--- src/rtl/pwtcd_pkg.sv ---
// ----------------------------------------------------------------------------
// pwtcd_pkg
// Shared types and codes of the pulse-width time code decoder.
// ----------------------------------------------------------------------------
package pwtcd_pkg;

  localparam int unsigned MS_W       = 16;
  localparam int unsigned FRAME_W    = 60;
  localparam int unsigned CNT_W      = 6;
  localparam int unsigned STATUS_W   = 3;
  localparam int unsigned CFG_IDX_W  = 3;
  localparam int unsigned QUEUE_DEPTH = 2;

  // Nominal frame length; one more second when the leap announcement is set.
  localparam logic [CNT_W-1:0] FRAME_LEN_BASE = 6'd59;
  localparam int unsigned LEAP_BIT   = 19;
  localparam int unsigned START_BIT  = 20;
  localparam int unsigned MIN_FIRST  = 21;
  localparam int unsigned MIN_COUNT  = 8;
  localparam int unsigned HOUR_FIRST = 29;
  localparam int unsigned HOUR_COUNT = 7;
  localparam int unsigned DATE_FIRST = 36;
  localparam int unsigned DATE_COUNT = 23;

  // Register indexes on the configuration port.
  localparam logic [CFG_IDX_W-1:0] REG_ZERO_MIN   = 3'd0;
  localparam logic [CFG_IDX_W-1:0] REG_ZERO_MAX   = 3'd1;
  localparam logic [CFG_IDX_W-1:0] REG_ONE_MIN    = 3'd2;
  localparam logic [CFG_IDX_W-1:0] REG_ONE_MAX    = 3'd3;
  localparam logic [CFG_IDX_W-1:0] REG_MARKER_MIN = 3'd4;
  localparam logic [CFG_IDX_W-1:0] REG_MARKER_MAX = 3'd5;

  localparam logic [MS_W-1:0] RST_ZERO_MIN   = 16'd40;
  localparam logic [MS_W-1:0] RST_ZERO_MAX   = 16'd130;
  localparam logic [MS_W-1:0] RST_ONE_MIN    = 16'd140;
  localparam logic [MS_W-1:0] RST_ONE_MAX    = 16'd250;
  localparam logic [MS_W-1:0] RST_MARKER_MIN = 16'd1500;
  localparam logic [MS_W-1:0] RST_MARKER_MAX = 16'd2200;

  typedef enum logic [1:0] {
    CLS_ZERO = 2'd0,
    CLS_ONE  = 2'd1,
    CLS_MARK = 2'd2,
    CLS_ERR  = 2'd3
  } cls_t;

  typedef enum logic [STATUS_W-1:0] {
    ST_WAITING = 3'd0,
    ST_STARTED = 3'd1,
    ST_ERROR   = 3'd2,
    ST_BIT     = 3'd3,
    ST_SYNCED  = 3'd4,
    ST_BREAK   = 3'd5
  } status_t;

  // One classified beat on its way from the front end to the back end.
  typedef struct packed {
    cls_t cls;
    logic is_pulse;
  } q_entry_t;

  function automatic logic xor_span(input logic [FRAME_W-1:0] f,
                                    input int unsigned first,
                                    input int unsigned count);
    logic p;
    p = 1'b0;
    for (int unsigned i = 0; i < FRAME_W; i++) begin
      if (i >= first && i < first + count) p = p ^ f[i];
    end
    return p;
  endfunction

endpackage

--- src/rtl/pwtcd_front.sv ---
// ----------------------------------------------------------------------------
// pwtcd_front
// Window registers and duration classifier; pushes classified beats to the
// queue.
// ----------------------------------------------------------------------------
module pwtcd_front
  import pwtcd_pkg::*;
(
  input  logic                 clk,
  input  logic                 rst_n,
  input  logic                 cfg_valid,
  output logic                 cfg_ready,
  input  logic [CFG_IDX_W-1:0] cfg_index,
  input  logic [MS_W-1:0]      cfg_data,
  input  logic                 in_valid,
  output logic                 in_ready,
  input  logic [MS_W-1:0]      in_duration_ms,
  input  logic                 in_is_pulse,
  output logic                 q_push,
  output q_entry_t             q_wdata,
  input  logic                 q_full
);

  logic [MS_W-1:0] zero_min_r, zero_max_r, one_min_r, one_max_r;
  logic [MS_W-1:0] marker_min_r, marker_max_r;
  logic            hit_zero, hit_one, hit_mark;
  cls_t            cls;

  assign cfg_ready = 1'b1;

  always_ff @(posedge clk) begin
    if (!rst_n) begin
      zero_min_r   <= RST_ZERO_MIN;
      zero_max_r   <= RST_ZERO_MAX;
      one_min_r    <= RST_ONE_MIN;
      one_max_r    <= RST_ONE_MAX;
      marker_min_r <= RST_MARKER_MIN;
      marker_max_r <= RST_MARKER_MAX;
    end else if (cfg_valid) begin
      case (cfg_index)
        REG_ZERO_MIN:   zero_min_r   <= cfg_data;
        REG_ZERO_MAX:   zero_max_r   <= cfg_data;
        REG_ONE_MIN:    one_min_r    <= cfg_data;
        REG_ONE_MAX:    one_max_r    <= cfg_data;
        REG_MARKER_MIN: marker_min_r <= cfg_data;
        REG_MARKER_MAX: marker_max_r <= cfg_data;
        default: ;
      endcase
    end
  end

  assign hit_zero = (in_duration_ms >= zero_min_r) && (in_duration_ms < zero_max_r);
  assign hit_one  = (in_duration_ms >= one_min_r) && (in_duration_ms < one_max_r);
  assign hit_mark = (in_duration_ms >= marker_min_r) && (in_duration_ms < marker_max_r);

  // Overlapping windows resolve in the order zero, one, marker.
  always_comb begin
    if (hit_zero)      cls = CLS_ZERO;
    else if (hit_one)  cls = CLS_ONE;
    else if (hit_mark) cls = CLS_MARK;
    else               cls = CLS_ERR;
  end

  assign in_ready         = !q_full;
  assign q_push           = in_valid && !q_full;
  assign q_wdata.cls      = cls;
  assign q_wdata.is_pulse = in_is_pulse;

endmodule

--- src/rtl/pwtcd_queue.sv ---
// ----------------------------------------------------------------------------
// pwtcd_queue
// Short flop-based queue of classified beats between front and back end.
// ----------------------------------------------------------------------------
module pwtcd_queue
  import pwtcd_pkg::*;
(
  input  logic     clk,
  input  logic     rst_n,
  input  logic     push,
  input  q_entry_t wdata,
  output logic     full,
  input  logic     pop,
  output logic     not_empty,
  output q_entry_t rdata
);

  localparam int unsigned PTR_W = (QUEUE_DEPTH > 1) ? $clog2(QUEUE_DEPTH) : 1;
  localparam int unsigned CNT_QW = $clog2(QUEUE_DEPTH + 1);
  localparam logic [PTR_W-1:0] LAST = PTR_W'(QUEUE_DEPTH - 1);
  localparam logic [CNT_QW-1:0] FULL_CNT = CNT_QW'(QUEUE_DEPTH);

  q_entry_t            mem_r [QUEUE_DEPTH];
  logic [PTR_W-1:0]    wr_ptr_r, rd_ptr_r;
  logic [CNT_QW-1:0]   count_r;
  logic                do_push, do_pop;

  assign full      = (count_r == FULL_CNT);
  assign not_empty = (count_r != '0);
  assign do_push   = push && !full;
  assign do_pop    = pop && not_empty;
  assign rdata     = mem_r[rd_ptr_r];

  always_ff @(posedge clk) begin
    if (do_push) mem_r[wr_ptr_r] <= wdata;
  end

  always_ff @(posedge clk) begin
    if (!rst_n) begin
      wr_ptr_r <= '0;
      rd_ptr_r <= '0;
      count_r  <= '0;
    end else begin
      if (do_push) wr_ptr_r <= (wr_ptr_r == LAST) ? '0 : wr_ptr_r + 1'b1;
      if (do_pop)  rd_ptr_r <= (rd_ptr_r == LAST) ? '0 : rd_ptr_r + 1'b1;
      case ({do_push, do_pop})
        2'b10:   count_r <= count_r + 1'b1;
        2'b01:   count_r <= count_r - 1'b1;
        default: count_r <= count_r;
      endcase
    end
  end

endmodule

--- src/rtl/pwtcd_back.sv ---
// ----------------------------------------------------------------------------
// pwtcd_back
// Frame state machine: accumulates bits, latches and checks finished frames,
// and holds the result beat in an output register.
// ----------------------------------------------------------------------------
module pwtcd_back
  import pwtcd_pkg::*;
(
  input  logic                clk,
  input  logic                rst_n,
  input  logic                q_not_empty,
  input  q_entry_t            q_rdata,
  output logic                q_pop,
  output logic                out_valid,
  input  logic                out_ready,
  output logic [STATUS_W-1:0] out_status,
  output logic [FRAME_W-1:0]  out_latched_frame
);

  logic                in_frame_r, in_frame_nxt;
  logic [CNT_W-1:0]    bit_count_r, bit_count_nxt;
  logic [FRAME_W-1:0]  acc_r, acc_nxt;
  logic [FRAME_W-1:0]  done_r, done_nxt;
  logic                out_valid_r;
  status_t             status_r, status_nxt;
  logic [FRAME_W-1:0]  bit_mask;
  logic [CNT_W-1:0]    cnt_inc;
  logic [CNT_W-1:0]    frame_len;
  logic                frame_ok;

  assign q_pop = q_not_empty && (!out_valid_r || out_ready);

  assign bit_mask  = (bit_count_r < CNT_W'(FRAME_W)) ? (FRAME_W'(1) << bit_count_r) : '0;
  assign cnt_inc   = bit_count_r + 1'b1;
  assign frame_len = FRAME_LEN_BASE + CNT_W'(acc_nxt[LEAP_BIT]);
  assign frame_ok  = !acc_nxt[0] && acc_nxt[START_BIT] &&
                     !xor_span(acc_nxt, MIN_FIRST, MIN_COUNT) &&
                     !xor_span(acc_nxt, HOUR_FIRST, HOUR_COUNT) &&
                     !xor_span(acc_nxt, DATE_FIRST, DATE_COUNT);

  always_comb begin
    in_frame_nxt  = in_frame_r;
    bit_count_nxt = bit_count_r;
    acc_nxt       = acc_r;
    done_nxt      = done_r;
    status_nxt    = ST_WAITING;
    if (!in_frame_r) begin
      if (q_rdata.cls == CLS_MARK) begin
        in_frame_nxt  = 1'b1;
        bit_count_nxt = '0;
        acc_nxt       = '0;
        status_nxt    = ST_STARTED;
      end
    end else if (!q_rdata.is_pulse) begin
      status_nxt = ST_BREAK;
    end else if (q_rdata.cls == CLS_ERR || q_rdata.cls == CLS_MARK) begin
      in_frame_nxt  = 1'b0;
      bit_count_nxt = '0;
      status_nxt    = ST_ERROR;
    end else begin
      if (q_rdata.cls == CLS_ONE) acc_nxt = acc_r | bit_mask;
      bit_count_nxt = cnt_inc;
      // The frame closes after its last second; a wrapped count closes it too.
      if (cnt_inc >= frame_len || cnt_inc == '0) begin
        done_nxt      = acc_nxt;
        in_frame_nxt  = 1'b0;
        bit_count_nxt = '0;
        status_nxt    = frame_ok ? ST_SYNCED : ST_ERROR;
      end else begin
        status_nxt = ST_BIT;
      end
    end
  end

  always_ff @(posedge clk) begin
    if (!rst_n) begin
      in_frame_r  <= 1'b0;
      bit_count_r <= '0;
      acc_r       <= '0;
      done_r      <= '0;
      out_valid_r <= 1'b0;
    end else begin
      if (q_pop) begin
        in_frame_r  <= in_frame_nxt;
        bit_count_r <= bit_count_nxt;
        acc_r       <= acc_nxt;
        done_r      <= done_nxt;
        out_valid_r <= 1'b1;
      end else if (out_ready) begin
        out_valid_r <= 1'b0;
      end
    end
  end

  always_ff @(posedge clk) begin
    if (q_pop) status_r <= status_nxt;
  end

  assign out_valid         = out_valid_r;
  assign out_status        = status_r;
  assign out_latched_frame = done_r;

endmodule

--- src/rtl/pulse_width_time_code_decoder_top.sv ---
// ----------------------------------------------------------------------------
// pulse_width_time_code_decoder_top
// Pulse-width minute frame decoder: classifier, beat queue and frame engine.
// ----------------------------------------------------------------------------
// Path: an accepted input beat is classified into the queue at the accepting
// edge, and the frame engine loads it into the output register once that
// register is free or its beat is being taken.
// Throughput: one beat per cycle while out_ready stays high.
// Reset: synchronous, active low; clears the windows to their defaults, the
// frame state, the latched frame and the queue.
module pulse_width_time_code_decoder_top
  import pwtcd_pkg::*;
(
  input  logic                 clk,
  input  logic                 rst_n,
  input  logic                 cfg_valid,
  output logic                 cfg_ready,
  input  logic [CFG_IDX_W-1:0] cfg_index,
  input  logic [MS_W-1:0]      cfg_data,
  input  logic                 in_valid,
  output logic                 in_ready,
  input  logic [MS_W-1:0]      in_duration_ms,
  input  logic                 in_is_pulse,
  output logic                 out_valid,
  input  logic                 out_ready,
  output logic [STATUS_W-1:0]  out_status,
  output logic [FRAME_W-1:0]   out_latched_frame
);

  logic     q_push, q_full, q_pop, q_not_empty;
  q_entry_t q_wdata, q_rdata;

  pwtcd_front u_front (
    .clk            (clk),
    .rst_n          (rst_n),
    .cfg_valid      (cfg_valid),
    .cfg_ready      (cfg_ready),
    .cfg_index      (cfg_index),
    .cfg_data       (cfg_data),
    .in_valid       (in_valid),
    .in_ready       (in_ready),
    .in_duration_ms (in_duration_ms),
    .in_is_pulse    (in_is_pulse),
    .q_push         (q_push),
    .q_wdata        (q_wdata),
    .q_full         (q_full)
  );

  pwtcd_queue u_queue (
    .clk       (clk),
    .rst_n     (rst_n),
    .push      (q_push),
    .wdata     (q_wdata),
    .full      (q_full),
    .pop       (q_pop),
    .not_empty (q_not_empty),
    .rdata     (q_rdata)
  );

  pwtcd_back u_back (
    .clk               (clk),
    .rst_n             (rst_n),
    .q_not_empty       (q_not_empty),
    .q_rdata           (q_rdata),
    .q_pop             (q_pop),
    .out_valid         (out_valid),
    .out_ready         (out_ready),
    .out_status        (out_status),
    .out_latched_frame (out_latched_frame)
  );

endmodule

--- config.mk ---
export PLATFORM = sky130hd
export DESIGN_NAME = pulse_width_time_code_decoder_top
export DESIGN_NICKNAME = d
export VERILOG_FILES = /design/src/rtl/pwtcd_pkg.sv /design/src/rtl/pwtcd_front.sv /design/src/rtl/pwtcd_queue.sv /design/src/rtl/pwtcd_back.sv /design/src/rtl/pulse_width_time_code_decoder_top.sv
export SDC_FILE = /design/constraint.sdc
export NUM_CORES = 1
export LEC_CHECK = 0
export BUFFER_PORTS_ARGS = -buffer_cell sky130_fd_sc_hd__buf_2
export CAP_MARGIN = 20
export CELL_PAD_IN_SITES_DETAIL_PLACEMENT = 0
export CELL_PAD_IN_SITES_GLOBAL_PLACEMENT = 1
export CORE_MARGIN = 5
export CORE_UTILIZATION = 46
export DETAILED_ROUTE_END_ITERATION = 6
export PLACE_DENSITY = 0.78
export SYNTH_ARGS = -nofsm -noshare
export SYNTH_HDL_FRONTEND = slang
export SYNTH_SLANG_ARGS = --single-unit
export TNS_END_PERCENT = 10
--- constraint.sdc ---
create_clock -name clk -period 4.4 [get_ports clk]
set_input_delay 0 -clock clk [delete_from_list [all_inputs] [get_ports clk]]
set_output_delay 0 -clock clk [all_outputs]
set_load 0.02 [all_outputs]
==> results.md, run 1 <==
- The top flip-flop cell by instance count after synthesis is sky130_fd_sc_hd__dfxtp_1.
- TritonCTS built the clock tree.
- Routability-driven placement finished with a final weighted congestion of 0.834.
- After routing, the total negative slack on setup checks comes to 0 ps.
- Synthesis produced a netlist with a net count of 1673.
- The fraction of synthesized cell area taken by the top area cell type is 0.354.
- The via count is 10900.
- The number of max-slew violations in the final report is 0.
- The final period demand of the worst path is 3840 ps.
- The total clock buffers created by CTS is 27.
- The final-stage net count is 1751.
- Once layout is complete, the cells apart from fillers number 2005.
- Setup violations remaining at the end of the flow were counted as 0.
- The relative slew slack is 0.305.
- The layout overhead on the synthesized area is 14.9%.
- The number of sinks driven by the clock tree is 238.
- Along the worst path, the maximum fanout reaches 88.
- Clock-pin slew was measured on the worst setup and hold paths at 60 ps.
- The share of final-layout standard cells stronger than drive strength 1 is 0.119.
- Across the VDD grid, the largest voltage drop is 0.000225 V.
- The top cell types in the final layout, fill and taps aside, are sky130_fd_sc_hd__nand2_1, sky130_fd_sc_hd__dfxtp_1, sky130_fd_sc_hd__a21oi_1.
- The via count of the first global-routing pass was 10100.
- Row generation in the floorplan step produced 61 rows.
- The number of antenna violations at the first check in global routing is 1.
- The residual DRC count is 0.
- The instance area after placement is 0.0138 sq mm.
- The initial utilization of the core area, before any placement, comes to 0.466.
- The Yosys step of the flow raised 0 warnings.
- The post-route worst hold slack is 61.1 ps.
- In the routed layout, each cell is associated on average with a via count of 5.42.
- The flow ran to the end, and the final reports show no timing, DRC or antenna violations.
- In this run, placement finished with an instance count of 1931.
- At the worst endpoint, the required time is 4820 ps.
- The share of the Yosys chip area taken by registers is 0.375.
- After filler insertion, the fill cell instance count of the layout stands at 2683.
- The post-synthesis average cell area is 8.48 sq um.
- The root cell of the clock tree is sky130_fd_sc_hd__clkbuf_16.
- Yosys mapped a number of flops with a built-in enable equal to 9.
- The min-delay analysis places its worst path in the category input pin to flip-flop.
- Across the run, the number of max-cap violations was 0.
- The number of I/O port buffers is 105.
- Setup repair after global routing left no endpoint under its margin.
- The clock network latency to the later pin of the worst-skew pair is 530 ps.
- The first global-routing pass estimated 55.2 mm of wire.
- For this run the aggregate overflow at the end of global routing stands at 0.
- The routed design has 34.2 mm of wire.
- In the final routed layout, each cell accounts on average for 17.1 um.
- The arrival time of the worst setup path is 4270 ps.
- Counting distinct cell types in the post-synthesis netlist gives 71.
- In this run, the number of DRC markers left after iteration 0 of detailed routing was 921.
- The number of optimization iterations in the first detailed-route pass is 5.
- In the synthesized netlist, the number of instances is 1528.
- The library cell used most frequently in the layout, excluding fill and tap cells, is sky130_fd_sc_hd__nand2_1.
- Derived from the worst setup path, the maximum achievable clock frequency is 0.260 GHz.
- The boundary pin count is 107.
- The power density relative to cell area is 351 mW/mm^2.
- After floorplanning, the core was sized to cover 0.0278 sq mm.
- The slew at the pin closest to its max-slew limit is 1040 ps.
- The post-DP HPWL is 22.9 mm.
- The critical path is of the flip-flop to flip-flop type.
- For this run, the total global-route usage over all layers was measured as 0.214.
- The final number of hold-violating endpoints is 0.
- The post-synthesis instance area is 0.0130 sq mm.
- Entering global routing, the biggest net connects 143 pins.
- The width of the chip is 178 um.
- The number of levels the H-tree was split into is 1.
- STA classifies the critical path endpoint as a flip-flop.
- The static leakage power is 6.64 nW.
- The number of buffers between clock root and the deepest sink is 3.
- Sorting the synthesized cells by area gives the leading types as sky130_fd_sc_hd__dfxtp_1, sky130_fd_sc_hd__ha_1, sky130_fd_sc_hd__nand2_1.
- The floorplan die area is 0.0316 sq mm.
- After routing the design area is 0.0149 sq mm.
- After synthesis the netlist holds a flip-flop and latch count of 238.
- The worst setup skew after layout is 9.84 ps.
- The largest total area in the synthesized netlist belongs to sky130_fd_sc_hd__dfxtp_1.
- In this run the vertical extent of the chip is 178 um.
- For this run, the share of the core covered by cells in the final layout is 0.536.
- The count of nets left with antenna violations once routing finished came out at 0.
- The part of the cycle the worst path needs is 0.874.
- Counting flops with an async set or reset pin after synthesis yields a share of 0.
- STA classifies the critical path startpoint as a flip-flop.
## worst max-delay path, cell delays in order (launching register included)
cell and delay [ps]:
sky130_fd_sc_hd__dfxtp_1 540, sky130_fd_sc_hd__mux2_2 440, sky130_fd_sc_hd__nand2_1 260, sky130_fd_sc_hd__nor3_2 100, sky130_fd_sc_hd__a22oi_1 310, sky130_fd_sc_hd__inv_1 80, sky130_fd_sc_hd__ha_1 280, sky130_fd_sc_hd__a21o_1 100
sky130_fd_sc_hd__a21oi_1 50, sky130_fd_sc_hd__or4_1 390, sky130_fd_sc_hd__o21ai_0 130, sky130_fd_sc_hd__nand2_1 140, sky130_fd_sc_hd__nor3_2 250, sky130_fd_sc_hd__buf_12 330, sky130_fd_sc_hd__nand2_1 120, sky130_fd_sc_hd__o211a_1 150
## layout make-up
| type | count | area, sq um | share of cell area |
|---|---|---|---|
| clock buffer | 41 | 788 | 0.0529 |
| timing repair buffer | 153 | 972 | 0.0653 |
| sequential | 238 | 4850 | 0.326 |
| tap | 378 | 473 | 0.0318 |
| inverter | 103 | 387 | 0.0260 |
| multi-input combinational | 1083 | 7350 | 0.493 |
| clock inverter | 8 | 70.1 | 0.00470 |
| antenna | 1 | 2.50 | 0.000168 |
## what timing repair did
item                                   CTS  global route
hold buffers                            22             0
buffers inserted                         0             0
gates resized for setup                  0             0
endpoints found under the hold margin  106             0
## layer usage
metal  routed length [um]  track usage  vias to the layer above  share of wire
met5                    0            0                        -              0
met4                 1020       0.0654                        0          0.030
met3                 1330       0.0236                       61          0.039
met2                16200        0.361                      215           0.47
met1                15700        0.288                     5080           0.46
li1                     -            -                     5508              -
## synthesized netlist by cell type, types with 9 or more instances
library cell,count
sky130_fd_sc_hd__nor2_1,25
sky130_fd_sc_hd__buf_2,13
sky130_fd_sc_hd__a21o_1,53
sky130_fd_sc_hd__nand2_1,247
sky130_fd_sc_hd__edfxtp_1,9
sky130_fd_sc_hd__nand2b_1,20
sky130_fd_sc_hd__o21ai_0,39
sky130_fd_sc_hd__a21boi_0,75
sky130_fd_sc_hd__and3_1,13
sky130_fd_sc_hd__clkbuf_1,86
sky130_fd_sc_hd__o211a_1,61
sky130_fd_sc_hd__and2_1,9
sky130_fd_sc_hd__a22oi_1,62
sky130_fd_sc_hd__o211ai_1,27
sky130_fd_sc_hd__a211oi_1,9
sky130_fd_sc_hd__a21oi_1,111
sky130_fd_sc_hd__ha_1,104
sky130_fd_sc_hd__dfxtp_1,229
sky130_fd_sc_hd__nor3_1,16
sky130_fd_sc_hd__nand4_1,12
sky130_fd_sc_hd__nand3_1,19
sky130_fd_sc_hd__nor2b_1,81
sky130_fd_sc_hd__xnor2_1,14
sky130_fd_sc_hd__inv_1,102
## through the flow
step	setup WS [ps]	power (mW)
after floorplan	509	2.82
after global placement	694	3.06
after detailed placement	577	3.07
after CTS	574	5.30
after global routing	253	5.47
final	556	5.23
## where the power goes
group	switching [mW]	total, mW	internal [mW]
Combinational	0.475	0.739	0.264
Sequential	0.0553	2.30	2.24
Clock	0.903	2.19	1.29
## cell families (layout without fill, tap and decap cells)
| kind of cell | after synthesis | count (layout) | share of synthesized area |
|---|---|---|---|
| simple gates | 466 | 466 | 0.174 |
| fa+ha+maj | 104 | 104 | 0.100 |
| buf+inv | 207 | 305 | 0.0633 |
| other cells | 1 | 2 | 0.000289 |
| mux | 5 | 5 | 0.00396 |
| flops | 238 | 238 | 0.375 |
| compound gates | 482 | 482 | 0.264 |
| xor+xnor | 25 | 25 | 0.0197 |
## path summary, 6_finish.rpt
path	start	end	slack [ps]	cells past startpoint
worst max-delay path	flip-flop	u_back.out_latched_frame[55]$_SDFFE_PN0P_	560	15
worst min-delay path	rst_n	u_front.marker_min_r[7]$_SDFFE_PN1P_	60	2
worst max register to register	flip-flop	u_back.out_latched_frame[55]$_SDFFE_PN0P_	560	15
worst min register to register	u_front.zero_max_r[5]$_SDFFE_PN0P_	u_front.zero_max_r[5]$_SDFFE_PN0P_	460	2
## state kept, by name (all words and copies together) (netlist names), named ones only
| register | count |
|---|---|
| u_front.zero_max_r | 16 |
| u_front.one_min_r | 16 |
| u_back.bit_count_r | 6 |
| u_queue.rd_ptr_r | 1 |
| u_back.out_status | 3 |
| u_front.one_max_r | 16 |
| u_back.out_valid | 1 |
| u_back.in_frame_r | 1 |
| u_front.marker_max_r | 16 |
| u_front.marker_min_r | 16 |
| u_queue.wr_ptr_r | 1 |
| u_queue.mem_r | 6 |
| u_front.zero_min_r | 16 |
| u_queue.count_r | 2 |
| u_back.acc_r | 60 |
| u_back.out_latched_frame | 60 |
Power figures use the tool's default switching activity.
==> run 2, diff against run 1 <==
- CELL_PAD_IN_SITES_DETAIL_PLACEMENT: 0 -> 1
- CELL_PAD_IN_SITES_GLOBAL_PLACEMENT: 1 -> 2
- CORE_UTILIZATION: 46 -> 37
- PLACE_DENSITY: 0.78 -> 0.77
==> results.md, run 2 (synthesized netlist as in run 1, its figures left out) <==
- The maximum ir drop on the vdd rail is 0.000272 V.
- The final number of hold-violating endpoints came to 0.
- In this run the clock root is driven by a sky130_fd_sc_hd__clkbuf_16.
- The fraction of met3 tracks used by global routing is 0.0242.
- The analysis attributes to cell leakage a power of 6.69 nW.
- The aggregate negative setup slack is 0 ps.
- Setup repair after global routing left no endpoint under its margin.
- The part of the cycle the worst path needs is 0.908.
- The boundary pin count is 107.
- For met2 alone, demand over resource in global routing was 0.347.
- The count of nets left with antenna violations once routing finished came out at 0.
- The most congested layer reported by global routing is met2.
- Timing would allow up to 0.250 GHz.
- The arrival time of the worst setup path is 4440 ps.
- The die height is 197 um.
- Setup violations remaining at the end of the flow were counted as 0.
- The detail-routed net length per standard cell is 18.3 um.
- The slowest stage of the critical path belongs to the cell sky130_fd_sc_hd__dfxtp_1.
- The antenna diode count is 0.
- The overall routing resource usage is 0.193.
- The number of max-slew violations in the final report came to 0.
- The critical path contains buffers and inverters numbering 2 combined.
- The via count is 11200.
- The power density relative to cell area is 366 mW/mm^2.
- For met1 alone, demand over resource in global routing was 0.246.
- The setup fix buffers added after clock tree synthesis is 0.
- Fill cells in the final layout number 4100.
- Clock skew on the completed layout was measured at 21.0 ps.
- The class of the most critical setup path is flip-flop to flip-flop.
- CTS built an H-tree with a depth of 1.
- The share of final-layout standard cells stronger than drive strength 1 is 0.123.
- After detailed routing, the number of remaining DRC violations is 0.
- The number of I/O port buffers is 105.
- Headroom to the max-slew limit came out at 0.274.
- The core region is 0.0345 sq mm.
- The die covers 0.0389 sq mm.
- Once the clock tree was built, the resizer swapped 0 gates to a different size.
- At the end of routability-driven placement, the weighted congestion stood at 0.815.
- The CTS tree is done.
- For this block, the routed nets add up to 38.2 mm of wire.
- The number of sinks driven by the clock tree is 238.
- Before antenna repair, the detailed router went through 5 iterations.
- For this block, the initial DRC count from the detailed router was 383.
- In this design, the stage delay of the slowest critical-path cell is 560 ps.
- The number of buffers between clock root and the deepest sink is 3.
- The clock network latency to the later pin of the worst-skew pair is 560 ps.
- Entering global routing, the biggest net connects 133 pins.
- The via count of the first global-routing pass is 11300.
- After global routing the overflow that remains totals 0.
- At the end of the flow, the number of nets in the layout was 1752.
- In this run the worst hold path is classified as input pin to flip-flop.
- The slew at the pin closest to its max-slew limit is 1090 ps.
- For the worst setup path, the data required time is 4850 ps.
- The post-DP HPWL is 26.6 mm.
- The final design utilization is 0.437.
- The via count normalized by instance count is 5.35.
- In the layout the commonest cells are sky130_fd_sc_hd__nand2_1, sky130_fd_sc_hd__dfxtp_1, sky130_fd_sc_hd__a21oi_1.
- The floorplan has 68 rows.
- The die is 197 um wide.
- From synthesis to final layout, the design area changed by 16.5%.
- The count of max-cap constraint violations is 0.
- The element type at the critical path start is a flip-flop.
- The first global-routing pass estimated 61.7 mm of wire.
- The total clock buffers created by CTS is 29.
- Traced cell by cell, the critical path runs through mux2_2 > nand2_1 > nor3_2 > a22oi_1 > inv_1 > ha_1 > a21o_1 > a21oi_1 > or4_1 > o21ai_0 > nand2_1 > nor3_2 > buf_12 > nand3b_1 > o211a_1.
- The cell family contributing the most delay on the critical path is simple AND/OR/NAND/NOR gates.
- The initial cell density of the core is 0.375.
- The clock-pin transition on the worst setup and hold timing paths is 60 ps.
- The worst setup path is captured at a flip-flop.
- The run finished with clean final reports.
- The number of antenna violations at the first check in global routing is 0.
- The final period demand of the worst path is 4000 ps.
- The biggest fanout along the worst timing path is 120.
- The total power is 5.52 mW.
- Leaving out fill and tap cells, the most frequent cell in the layout is sky130_fd_sc_hd__nand2_1.
run 2: layout make-up:
type                       count  area (sq um)  area share
multi-input combinational   1083          7340       0.487
sequential                   238          4850       0.322
timing repair buffer         152           952      0.0631
tap                          455           569      0.0377
inverter                     103           387      0.0256
clock inverter                 8           120     0.00796
clock buffer                  45           866      0.0574
run 2: worst register-to-register path, delay by kind of cell (launching register included):
family                     cells  cell delay, ps
muxes                          1             440
DFF                            1             560
adders and majority gates      1             300
buffers and inverters          2             510
and+or+nand+nor                6            1290
AOI/OAI and AO/OA              5             800
run 2: final timing paths:
| path | from | endpoint | slack, ps | cells past startpoint |
|---|---|---|---|---|
| worst max-delay path | flip-flop | u_back.out_latched_frame[0]$_SDFFE_PN0P_ | 400 | 15 |
| worst min-delay path | rst_n | u_front.zero_max_r[1]$_SDFFE_PN1P_ | 20 | 2 |
| worst max register to register | flip-flop | u_back.out_latched_frame[0]$_SDFFE_PN0P_ | 400 | 15 |
| worst min register to register | u_front.zero_max_r[12]$_SDFFE_PN0P_ | u_front.zero_max_r[12]$_SDFFE_PN0P_ | 460 | 2 |
run 2: per-layer routing:
| layer | part of all wire | up-vias | wire length [um] |
|---|---|---|---|
| met5 | 0 | - | 0 |
| met3 | 0.029 | 52 | 1110 |
| met4 | 0.025 | 0 | 946 |
| met2 | 0.50 | 130 | 18900 |
| met1 | 0.45 | 5460 | 17200 |
| li1 | - | 5515 | - |
run 2: metrics by stage:
stage	std cells	hold slack, ps	setup WS [ps]	cell area, sq um
after floorplan	1528	98.9	509	13000
after global placement	2010	226	657	13900
after detailed placement	2012	233	496	13900
after CTS	2084	11.7	433	15100
after global routing	2084	58.2	96.6	15100
final	2084	23.7	404	15100
run 2: timing repair:
action | in CTS | in global routing
setup endpoints to repair | 0 | 0
hold buffers | 19 | 0
endpoints found under the hold margin | 106 | 0
run 2: power breakdown:
group | switching (mW) | leakage [nW] | internal [mW]
registers | 0.0571 | 1.94 | 2.24
clock network | 0.941 | 0.487 | 1.52
logic | 0.494 | 4.26 | 0.261
total | 1.49 | 6.69 | 4.02
==> run 3, diff against run 2 <==
- PLACE_DENSITY: 0.77 -> default
- PLACE_DENSITY_LB_ADDON: default -> 0.1
==> results.md, run 3 (synthesized netlist as in run 1, its figures left out) <==
- The flow ran to the end, and the final reports show no timing, DRC or antenna violations.
- The die covers 0.0389 sq mm.
- Across all layers, the routed design uses 11100 vias.
- Before antenna repair, the detailed router went through 4 iterations.
- Dividing the final minimum period by the clock period gives 0.893.
- Walking the worst path, the cells encountered are mux2_2 > nand2_1 > nor3_2 > a22oi_1 > inv_1 > ha_1 > a21o_1 > a21oi_1 > or4_1 > o21ai_0 > nand2_1 > a2111oi_0 > nand4_1 > nor2b_1.
- The cell seen most often among critical-path stages is sky130_fd_sc_hd__nand2_1.
- The detail-routed net length per standard cell is 18.4 um.
- Together, buffers and inverters on the worst path number 1.
- The number of I/O port buffers is 105.
- Counting the fill cells in the layout gives 4139.
- The antenna diode count is 0.
- After clock tree synthesis, the clock-pin slew on the worst setup and hold paths is 60 ps.
- Static timing analysis puts the maximum clock frequency at 0.254 GHz.
- The top cell types in the final layout, fill and taps aside, are sky130_fd_sc_hd__nand2_1, sky130_fd_sc_hd__dfxtp_1, sky130_fd_sc_hd__a21oi_1.
- The final period demand of the worst path is 3930 ps.
- The number of levels the H-tree was split into is 1.
- The die height is 197 um.
- The placer's final routability congestion estimate is 0.804.
- The clock arrives with 10.8 ps of skew.
- The power density relative to cell area is 380 mW/mm^2.
- The worst setup path is launched from a flip-flop.
- The number of sinks driven by the clock tree is 238.
- The layout overhead on the synthesized area is 17.6%.
- The number of max-slew violations in the final report was 0.
- The final-stage net count is 1754.
- The boundary pin count is 107.
- Setup repair after global routing left no endpoint under its margin.
- The biggest fanout along the worst timing path is 10.
- In this run, CTS created clock tree buffers numbering 29.
- The clock network latency to the later pin of the worst-skew pair is 540 ps.
- Final hold analysis gives a worst-case slack of 11.5 ps.
- The maximum single-stage delay on the critical path is 560 ps.
- Entering global routing, the biggest net connects 132 pins.
- The floorplan has 68 rows.
- For this run, design rule violations remaining after detail routing come to 0.
- The leading cell type in the layout, fill and taps excluded is sky130_fd_sc_hd__nand2_1.
- After global routing the overflow that remains totals 0.
- The endpoint required time on the critical path is 4690 ps.
- TritonCTS built the clock tree.
- The number of antenna violations at the first check in global routing is 0.
- The DRC violation total after the first TritonRoute iteration is 412.
- The die is 197 um wide.
- The routed design has 38.4 mm of wire.
- STA classifies the critical path endpoint as a flip-flop.
- The path class of the lowest-slack min-delay path is input pin to flip-flop.
- The via count of the first global-routing pass is 11200.
- The slew at the pin closest to its max-slew limit is 1020 ps.
- The final number of hold-violating endpoints is 0.
- The remaining antenna violation count after routing is 0.
- The static leakage power is 6.75 nW.
- In the final layout, the share of cells above drive strength 1 is 0.123.
- Across the VDD grid, the largest voltage drop is 0.000281 V.
- The critical-path cell with the highest stage delay is sky130_fd_sc_hd__dfxtp_1.
- Dividing the detail-routed via count by the number of cells gives 5.33.
- The class of the most critical setup path is flip-flop to flip-flop.
- In this run the most critical hold path is launched from rst_n.
- The final count of negative-setup-slack endpoints is 0.
- The count of max-cap constraint violations is 0.
- The area inside the core boundary is 0.0345 sq mm.
- In the global route stage, overall resource usage came out at 0.193.
- After legalization and detailed placement, the total HPWL measured 26.5 mm.
- The initial cell density of the core is 0.375.
- The aggregate negative setup slack is 0 ps.
- The root cell of the clock tree is sky130_fd_sc_hd__clkbuf_16.
- In this run the tightest slew margin relative to its limit is 0.314.
- At the worst endpoint, the arrival time is 4220 ps.
- The number of buffers between clock root and the deepest sink is 3.
- The family with the most delay on the worst path is simple AND/OR/NAND/NOR gates.
- The worst register-to-register path has a setup slack of 470 ps.
- The global-route wire length before repair is 61.6 mm.
- The setup fix buffers added after clock tree synthesis is 0.
## run 3: changes by cell type in the layout (fill, tap and decap cells not counted), moves of 2 or more
| cell | before | now |
|---|---|---|
| sky130_fd_sc_hd__dlygate4sd3_1 | 19 | 22 |
| sky130_fd_sc_hd__clkbuf_1 | 8 | 3 |
| sky130_fd_sc_hd__bufinv_16 | 3 | 8 |
| sky130_fd_sc_hd__clkbuf_8 | 8 | 5 |
| sky130_fd_sc_hd__clkinv_1 | 0 | 2 |
| sky130_fd_sc_hd__buf_4 | 25 | 23 |
| sky130_fd_sc_hd__buf_12 | 1 | 3 |
| sky130_fd_sc_hd__clkinvlp_4 | 0 | 2 |
## run 3: final cells by class
type / instances / area (sq um) / share of cell area
sequential: 238 / 4850 / 0.319
clock inverter: 16 / 287 / 0.0188
tap: 455 / 569 / 0.0374
clock buffer: 37 / 806 / 0.0529
timing repair buffer: 154 / 996 / 0.0654
multi-input combinational: 1083 / 7340 / 0.482
inverter: 103 / 387 / 0.0254
## run 3: layer usage
layer,GRT usage,wire [um]
met2,0.343,19000
met5,0,0
met1,0.254,17800
met3,0.0225,997
met4,0.0372,675
## run 3: worst paths after layout
kind / to / depth (start not counted)
setup / recovery: u_back.out_status[1]$_SDFFCE_PN0P_ / 14
hold / removal: u_front.zero_max_r[7]$_SDFFE_PN1P_ / 2
setup reg to reg: u_back.out_status[1]$_SDFFCE_PN0P_ / 14
hold reg to reg: u_front.zero_max_r[4]$_SDFFE_PN0P_ / 2
## run 3: per-stage QoR
| stage | cells | util | setup slack [ps] | total power, mW | cell area [sq um] |
|---|---|---|---|---|---|
| after CTS | 2085 | 0.441 | 466 | 5.89 | 15200 |
| after global placement | 2009 | 0.403 | 668 | 3.09 | 13900 |
| final | 2086 | 0.441 | 470 | 5.79 | 15200 |
| after detailed placement | 2010 | 0.403 | 527 | 3.10 | 13900 |
| after global routing | 2086 | 0.441 | 226 | 6.04 | 15200 |
| after floorplan | 1528 | - | 509 | 2.82 | 13000 |
## run 3: repair_timing
item | CTS | global route
hold endpoints to repair | 106 | 0
gates resized for setup | 0 | 0
hold buffers | 22 | 0
## run 3: worst reg2reg max path, stage by stage, from the launching register on
cell and delay (ps):
sky130_fd_sc_hd__dfxtp_1 560, sky130_fd_sc_hd__mux2_2 440, sky130_fd_sc_hd__nand2_1 260, sky130_fd_sc_hd__nor3_2 110, sky130_fd_sc_hd__a22oi_1 330, sky130_fd_sc_hd__inv_1 80
sky130_fd_sc_hd__ha_1 280, sky130_fd_sc_hd__a21o_1 100, sky130_fd_sc_hd__a21oi_1 60, sky130_fd_sc_hd__or4_1 380, sky130_fd_sc_hd__o21ai_0 110, sky130_fd_sc_hd__nand2_1 130
sky130_fd_sc_hd__a2111oi_0 460, sky130_fd_sc_hd__nand4_1 200, sky130_fd_sc_hd__nor2b_1 180
## run 3: power breakdown
part | switching (mW) | internal, mW | total (mW) | leakage (nW)
combinational | 0.497 | 0.266 | 0.763 | 4.28
sequential | 0.0563 | 2.24 | 2.30 | 1.94
clock | 0.974 | 1.75 | 2.73 | 0.529
